<file path="config.mk">
export PLATFORM = sky130hd
export DESIGN_NAME = leb128_zigzag_varint_codec
export DESIGN_NICKNAME = d
export VERILOG_FILES = /design/src/rtl/lzv_pkg.sv /design/src/rtl/lzv_front.sv /design/src/rtl/lzv_jobq.sv /design/src/rtl/lzv_back.sv /design/src/rtl/leb128_zigzag_varint_codec.sv
export SDC_FILE = /design/constraint.sdc
export NUM_CORES = 1
export LEC_CHECK = 0
export BUFFER_PORTS_ARGS = -buffer_cell sky130_fd_sc_hd__buf_2
export CORE_UTILIZATION = 60
export CTS_CLUSTER_DIAMETER = 100
export CTS_CLUSTER_SIZE = 10
export DETAILED_ROUTE_END_ITERATION = 6
export PLACE_DENSITY = 0.8
export SYNTH_ARGS = -nofsm -noshare
export SYNTH_HDL_FRONTEND = slang
export SYNTH_SLANG_ARGS = --single-unit
</file>
<file path="constraint.sdc">
create_clock -name clock -period 4 [get_ports clock]
set_input_delay 0 -clock clock [delete_from_list [all_inputs] [get_ports clock]]
set_output_delay 0 -clock clock [all_outputs]
set_load 0.02 [all_outputs]
</file>
<file path="src/rtl/lzv_pkg.sv">
`default_nettype none

package lzv_pkg;

   // Input beat: value to encode, or one byte of a stream to decode.
   typedef struct packed {
      logic [31:0] in_value;
      logic [7:0]  in_byte;
      logic        signed_mode;
   } req_type;

   // Result beat: one encoded byte, or one decoded value.
   typedef struct packed {
      logic [7:0]  out_byte;
      logic [31:0] out_value;
      logic        last;
   } rsp_type;

   // Work handed from the front end to the back end.
   typedef struct packed {
      logic        is_decode;
      logic [31:0] value;
   } job_type;

   localparam logic [7:0] ContBit   = 8'h80;
   localparam int unsigned GroupBits = 7;
   localparam int unsigned MaxGroups = 5;
   localparam int unsigned GroupW    = 3;

   // Queue depths, powers of two so the pointers wrap on their own.
   localparam int unsigned JobDepth = 2;
   localparam int unsigned JobPtrW  = $clog2(JobDepth);
   localparam int unsigned JobCntW  = $clog2(JobDepth + 1);
   localparam int unsigned OutDepth = 2;
   localparam int unsigned OutPtrW  = $clog2(OutDepth);
   localparam int unsigned OutCntW  = $clog2(OutDepth + 1);

   function automatic logic [31:0] zz_map(input logic [31:0] v);
      return {v[30:0], 1'b0} ^ {32{v[31]}};
   endfunction

   function automatic logic [31:0] zz_unmap(input logic [31:0] z);
      return {1'b0, z[31:1]} ^ {32{z[0]}};
   endfunction

endpackage

`default_nettype wire

</file>
<file path="src/rtl/lzv_front.sv">
`default_nettype none

module lzv_front (
   input  wire               clock,
   input  wire               reset,
   input  wire               csr_we,
   input  wire               csr_wdata,
   input  wire               push,
   input  lzv_pkg::req_type  req_data,
   output logic              full,
   input  wire               jobq_full,
   output logic              job_push,
   output lzv_pkg::job_type  job_data
);

   logic                        mode_ff, mode_in;
   logic [31:0]                 acc_ff, acc_in;
   logic [lzv_pkg::GroupW-1:0]  group_ff, group_in;

   logic                        accept;
   logic [lzv_pkg::GroupW-1:0]  gi;
   logic [6:0]                  payload;
   logic [31:0]                 part;
   logic [31:0]                 merged;
   logic                        dec_end;

   assign full   = jobq_full;
   assign accept = push & ~jobq_full;

   // Out-of-range group counts are treated as the fifth byte.
   assign gi = (group_ff > lzv_pkg::GroupW'(lzv_pkg::MaxGroups - 1)) ?
               lzv_pkg::GroupW'(lzv_pkg::MaxGroups - 1) : group_ff;
   assign payload = req_data.in_byte[6:0];

   always_comb begin
      case (gi)
         3'd0:    part = {25'b0, payload};
         3'd1:    part = {18'b0, payload, 7'b0};
         3'd2:    part = {11'b0, payload, 14'b0};
         3'd3:    part = {4'b0, payload, 21'b0};
         default: part = {payload[3:0], 28'b0};
      endcase
   end

   assign merged  = acc_ff | part;
   assign dec_end = ((req_data.in_byte & lzv_pkg::ContBit) == 8'h00) ||
                    (gi == lzv_pkg::GroupW'(lzv_pkg::MaxGroups - 1));

   always_comb begin
      job_push           = accept & (~mode_ff | dec_end);
      job_data.is_decode = mode_ff;
      if (mode_ff) begin
         job_data.value = req_data.signed_mode ? lzv_pkg::zz_unmap(merged) : merged;
      end else begin
         job_data.value = req_data.signed_mode ? lzv_pkg::zz_map(req_data.in_value)
                                               : req_data.in_value;
      end
   end

   always_comb begin
      mode_in  = mode_ff;
      acc_in   = acc_ff;
      group_in = group_ff;
      if (csr_we) begin
         mode_in  = csr_wdata;
         acc_in   = '0;
         group_in = '0;
      end else if (accept && mode_ff) begin
         if (dec_end) begin
            acc_in   = '0;
            group_in = '0;
         end else begin
            acc_in   = merged;
            group_in = gi + 1'b1;
         end
      end
   end

   always_ff @(posedge clock) begin
      if (reset) begin
         mode_ff  <= 1'b0;
         acc_ff   <= '0;
         group_ff <= '0;
      end else begin
         mode_ff  <= mode_in;
         acc_ff   <= acc_in;
         group_ff <= group_in;
      end
   end

endmodule

`default_nettype wire

</file>
<file path="src/rtl/lzv_jobq.sv">
`default_nettype none

module lzv_jobq (
   input  wire               clock,
   input  wire               reset,
   input  wire               wr_en,
   input  lzv_pkg::job_type  wr_data,
   output logic              q_full,
   input  wire               rd_en,
   output logic              q_valid,
   output lzv_pkg::job_type  rd_data
);

   lzv_pkg::job_type               mem_ff [lzv_pkg::JobDepth];
   logic [lzv_pkg::JobPtrW-1:0]    wr_ptr_ff, wr_ptr_in;
   logic [lzv_pkg::JobPtrW-1:0]    rd_ptr_ff, rd_ptr_in;
   logic [lzv_pkg::JobCntW-1:0]    count_ff, count_in;
   logic                           do_wr, do_rd;

   assign q_full  = (count_ff == lzv_pkg::JobCntW'(lzv_pkg::JobDepth));
   assign q_valid = (count_ff != '0);
   assign rd_data = mem_ff[rd_ptr_ff];
   assign do_wr   = wr_en & ~q_full;
   assign do_rd   = rd_en & q_valid;

   always_comb begin
      wr_ptr_in = do_wr ? wr_ptr_ff + 1'b1 : wr_ptr_ff;
      rd_ptr_in = do_rd ? rd_ptr_ff + 1'b1 : rd_ptr_ff;
      count_in  = count_ff;
      if (do_wr && !do_rd) begin
         count_in = count_ff + 1'b1;
      end else if (do_rd && !do_wr) begin
         count_in = count_ff - 1'b1;
      end
   end

   always_ff @(posedge clock) begin
      if (do_wr) begin
         mem_ff[wr_ptr_ff] <= wr_data;
      end
   end

   always_ff @(posedge clock) begin
      if (reset) begin
         wr_ptr_ff <= '0;
         rd_ptr_ff <= '0;
         count_ff  <= '0;
      end else begin
         wr_ptr_ff <= wr_ptr_in;
         rd_ptr_ff <= rd_ptr_in;
         count_ff  <= count_in;
      end
   end

endmodule

`default_nettype wire

</file>
<file path="src/rtl/lzv_back.sv">
`default_nettype none

module lzv_back (
   input  wire               clock,
   input  wire               reset,
   input  wire               job_valid,
   input  lzv_pkg::job_type  job_data,
   output logic              job_pop,
   output logic              empty,
   input  wire               pop,
   output lzv_pkg::rsp_type  rsp_data
);

   // Serializer: remaining value of a multi-byte encode.
   logic                        started_ff, started_in;
   logic [31:0]                 rem_ff, rem_in;

   // Result queue.
   lzv_pkg::rsp_type            out_mem_ff [lzv_pkg::OutDepth];
   logic [lzv_pkg::OutPtrW-1:0] wr_ptr_ff, wr_ptr_in;
   logic [lzv_pkg::OutPtrW-1:0] rd_ptr_ff, rd_ptr_in;
   logic [lzv_pkg::OutCntW-1:0] count_ff, count_in;

   logic                        out_full;
   logic                        emit, do_rd;
   logic [31:0]                 cur, nxt;
   logic                        beat_last;
   lzv_pkg::rsp_type            beat;

   assign out_full = (count_ff == lzv_pkg::OutCntW'(lzv_pkg::OutDepth));
   assign empty    = (count_ff == '0);
   assign rsp_data = out_mem_ff[rd_ptr_ff];
   assign do_rd    = pop & ~empty;

   assign cur       = started_ff ? rem_ff : job_data.value;
   assign nxt       = cur >> lzv_pkg::GroupBits;
   assign beat_last = job_data.is_decode | (nxt == '0);
   assign emit      = job_valid & ~out_full;
   assign job_pop   = emit & beat_last;

   always_comb begin
      if (job_data.is_decode) begin
         beat.out_byte  = '0;
         beat.out_value = cur;
      end else begin
         beat.out_byte  = {~beat_last, cur[6:0]};
         beat.out_value = '0;
      end
      beat.last = beat_last;
   end

   always_comb begin
      started_in = started_ff;
      rem_in     = rem_ff;
      if (emit) begin
         started_in = ~beat_last;
         rem_in     = nxt;
      end
      wr_ptr_in = emit  ? wr_ptr_ff + 1'b1 : wr_ptr_ff;
      rd_ptr_in = do_rd ? rd_ptr_ff + 1'b1 : rd_ptr_ff;
      count_in  = count_ff;
      if (emit && !do_rd) begin
         count_in = count_ff + 1'b1;
      end else if (do_rd && !emit) begin
         count_in = count_ff - 1'b1;
      end
   end

   always_ff @(posedge clock) begin
      rem_ff <= rem_in;
      if (emit) begin
         out_mem_ff[wr_ptr_ff] <= beat;
      end
   end

   always_ff @(posedge clock) begin
      if (reset) begin
         started_ff <= 1'b0;
         wr_ptr_ff  <= '0;
         rd_ptr_ff  <= '0;
         count_ff   <= '0;
      end else begin
         started_ff <= started_in;
         wr_ptr_ff  <= wr_ptr_in;
         rd_ptr_ff  <= rd_ptr_in;
         count_ff   <= count_in;
      end
   end

endmodule

`default_nettype wire

</file>
<file path="src/rtl/leb128_zigzag_varint_codec.sv">
// 32-bit LEB128 varint codec with optional zigzag mapping. csr_wdata selects
// the mode (0 encode, 1 decode); any write also drops a partly gathered value.
// Write it only while the block is idle. Encode: each input beat carries a
// 32-bit value (zigzag-mapped first when signed_mode is set) and yields one to
// five byte beats, low seven-bit group first, bit 7 set on all but the final
// byte, which carries last. Decode: each input beat is one byte; a byte with
// bit 7 clear, or the fifth byte of a value, yields one value beat (last = 1,
// zigzag-undone when signed_mode is set on that closing byte). Bits above 32
// are dropped. Rate: decode takes one byte per cycle while the job queue has
// space; encode bytes come from the single-byte serializer in the back end,
// which takes a new value only after the last byte of the current one. The
// front end classifies and maps each beat in its accept cycle and hands the
// work over a two-entry job queue; results come out of a two-entry result
// queue, and neither side waits on the other while space remains.
`default_nettype none

module leb128_zigzag_varint_codec (
   input  wire               clock,
   input  wire               reset,
   // configuration
   input  wire               csr_we,
   input  wire               csr_wdata,
   // input beats
   input  wire               push,
   input  lzv_pkg::req_type  req_data,
   output logic              full,
   // result beats
   output logic              empty,
   input  wire               pop,
   output lzv_pkg::rsp_type  rsp_data
);

   logic              jobq_full;
   logic              job_push;
   lzv_pkg::job_type  job_wr;
   logic              job_valid;
   logic              job_pop;
   lzv_pkg::job_type  job_rd;

   // Front end: mode register, decode accumulator, zigzag mapping.
   lzv_front u_front (
      .clock     (clock),
      .reset     (reset),
      .csr_we    (csr_we),
      .csr_wdata (csr_wdata),
      .push      (push),
      .req_data  (req_data),
      .full      (full),
      .jobq_full (jobq_full),
      .job_push  (job_push),
      .job_data  (job_wr)
   );

   // Decouples classification from byte serialization.
   lzv_jobq u_jobq (
      .clock   (clock),
      .reset   (reset),
      .wr_en   (job_push),
      .wr_data (job_wr),
      .q_full  (jobq_full),
      .rd_en   (job_pop),
      .q_valid (job_valid),
      .rd_data (job_rd)
   );

   // Back end: one result beat per cycle, given a job and result queue space.
   lzv_back u_back (
      .clock     (clock),
      .reset     (reset),
      .job_valid (job_valid),
      .job_data  (job_rd),
      .job_pop   (job_pop),
      .empty     (empty),
      .pop       (pop),
      .rsp_data  (rsp_data)
   );

endmodule

`default_nettype wire

</file>
==> reports/metrics.yaml <==
status: "completed"
yosysTopAreaCell: "edfxtp_1"
finalWirelength_um: 20600
p_sw_uw: 2630
post_cts_buffers: 0
crit_required_ns: 4.45
cp_max_fo: 24
avgSynthCellArea_um2: 11.9
p_sw_share_pct: 32.9
final_cell_mix: "edfxtp_1 (173), buf_2 (89), nand2_1 (75), a21oi_1 (74), nor2_1 (52)"
drc: 0
grt_pass1_wl_um: 32700
synth_nets: 900
ys_seq_area_share_pct: 61.0
ioPinCount: 90
path_class: "reg -> reg"
port_buffers: 89
die_x_um: 131
ant_nets: 0
drv_slew: 0
cts.sinks: 220
grt_pass1_vias: 6331
cts_buffer_depth: 3
relSlewSlack_pct: 19.6
synthArstFlopShare_pct: 0
wl_per_cell_um: 17.3
fin_tns_setup_ns: 0
overflow: 0
synthTopCellsByArea: "edfxtp_1 (52%), dfxtp_1 (9.4%), mux2_1 (4.8%), a21oi_1 (3.7%), mux2i_1 (3.4%)"
cap_viol_max_count: 0
track_usage_pct: 23.9
pwr-share-seq_pct: 45.7
timing.final.crit_share_pct: 86.7
root_buffer: "clkbuf_16"
area_growth_pct: 17.1
arrival_ns: 3.92
synth.top_cell.area_share_pct: 51.7
whs_ns: 0.0111
ys_ff_latch: 220
hpwl_um: 13600
p_int_uw: 5360
clk_pin_slew_ns: 0.06
fillerInstances: 1117
fmax_ghz: 0.288
path_cells: "buf_4 -> mux2_1 -> mux2i_1 -> and4_1 -> nand4_1 -> o21ai_1 -> nand2_1 -> ha_1 -> or3_1 -> a21oi_1"
skew_ns: 0.0102
critPathMaxStageDelay_ns: 0.76
p_clk_share_pct: 25.3
hold_path.class: "in -> reg"
ys_dominant_reg_cell: "edfxtp_1"
setup_viol: 0
fin_nets: 1009
antenna_found_initial: 0
cts.repair.resized: 0
place_area_um2: 10700
tightest_slew_ns: 1.20
vdd_drop_max_uv: 376
n_antenna_cell: 0
clk_latency_ns: 0.52
drt_iter0_drc: 532
synth_area_um2: 10100
p_per_area_nw_per_um2: 678
grt_max_degree: 119
dieArea_um2: 17300
period_minus_slack_ns: 3.47
synthCells: 846
p_leak_uw: 0.00421
final_area_um2: 11800
cts_hold_buf: 38
pwr-share-comb_pct: 29.0
hold_violations: 0
ys_types: 41
htree_levels: 1
viasPerCell: 5.69
core_um2: 16100
dr.pass1.iters: 5
critPathSlowestCell: "dfxtp_2"
rsz0062_at_grt: "no"
drive_gt1_share_pct: 15.9
cp-end-kind: "flop"
place_congestion: 0.868
start_util_pct: 62.4
synth_edf_count: 173
yosys_warnings: 0
routed-via-count: 6760
fp.dieH_um: 131
start_kind: "flop"
mostFrequentLayoutCell: "edfxtp_1"
cts_made_buffers: 25
cts_tree: "built"
num_rows: 46
==> state kept, by name, indices dropped and copies added (netlist names), 2 cells and up, named ones only <==
signal,flops
u_jobq.count_ff,2
u_jobq.mem_ff,66
u_front.group_ff,3
u_back.out_mem_ff,82
u_front.acc_ff,32
u_back.count_ff,2
u_back.rem_ff,25
==> per-stage QoR <==
step | setup slack (ns) | instances | util [%] | total power, µW
2_1_floorplan | 0.904 | 846 | - | 5220
3_3_place_gp | 0.679 | 1106 | 66.3 | 5890
3_5_place_dp | 0.560 | 1106 | 66.3 | 5960
4_1_cts | 0.520 | 1189 | 73.1 | 8030
5_1_grt | 0.319 | 1189 | 73.1 | 8360
6_report | 0.533 | 1189 | 73.1 | 7990
==> final timing paths <==
path | startpoint | endpoint | slack [ns] | cells after the start
worst min register to register | u_front.acc_ff[30] | u_front.acc_ff[30] | 0.49 | 2
worst min-delay path | req_data[4] | u_front.acc_ff[17] | 0.01 | 3
worst max register to register | flop | u_jobq.count_ff[1] | 0.53 | 10
worst max-delay path | flop | u_jobq.count_ff[1] | 0.53 | 10
==> kinds of logic after synthesis <==
kind of cell	after synthesis	share of synthesized area [%]
flip-flops	220	61.0
multiplexers	91	10.3
buffers and inverters	78	3.05
XOR/XNOR	68	5.92
adder cells (fa/ha/maj)	7	0.871
AO/OA/AOI/OAI	180	9.90
AND/OR/NAND/NOR	202	8.91
==> cell usage after synthesis, drive strengths merged, types with 3 or more instances <==
| cell | n |
|---|---|
| a21oi | 75 |
| and2 | 11 |
| buf | 22 |
| clkbuf | 36 |
| dfxtp | 47 |
| edfxtp | 173 |
| ha | 7 |
| inv | 20 |
| mux2 | 53 |
| mux2i | 35 |
| mux4 | 3 |
| nand2 | 75 |
| nor2 | 56 |
| nor2b | 4 |
| nor3 | 39 |
| nor4 | 4 |
| o211ai | 30 |
| o21ai | 68 |
| or4 | 3 |
| xnor2 | 30 |
| xor2 | 38 |
==> per-layer routing <==
layer,global-route usage (%),up-vias,share of wire [%]
met2,38.5,244,47
met5,0,-,0
met3,3.55,31,5.7
met1,34.0,3214,45
met4,6.59,0,2.1
li1,-,3271,-
==> worst max-delay path, delay by kind of cell (launching register included) <==
family,cells,cell delay [ns]
AO/OA/AOI/OAI,2,0.47
adder cells (fa/ha/maj),1,0.36
buffers and inverters,1,0.35
flip-flops,1,0.76
multiplexers,2,0.56
AND/OR/NAND/NOR,4,0.89
==> power by group through the flow <==
stage	logic [µW]	registers (µW)	clock network (µW)
after CTS	2330	3650	2050
after floorplan	1720	3500	0
after global placement	2230	3660	0
after detailed placement	2270	3690	0
final	2320	3650	2020
after global routing	2520	3710	2140
==> layout make-up <==
type                            instances  area (µm²)  area share [%]
Inverter                               20        75.1           0.638
Clock inverter                          1        20.0           0.170
Timing Repair Buffer                  140         923            7.84
Clock buffer                           44         697            5.92
Multi-Input combinational cell        548        3640            31.0
Tap cell                              216         270            2.30
Sequential cell                       220        6140            52.2
Power figures use the tool's default switching activity.
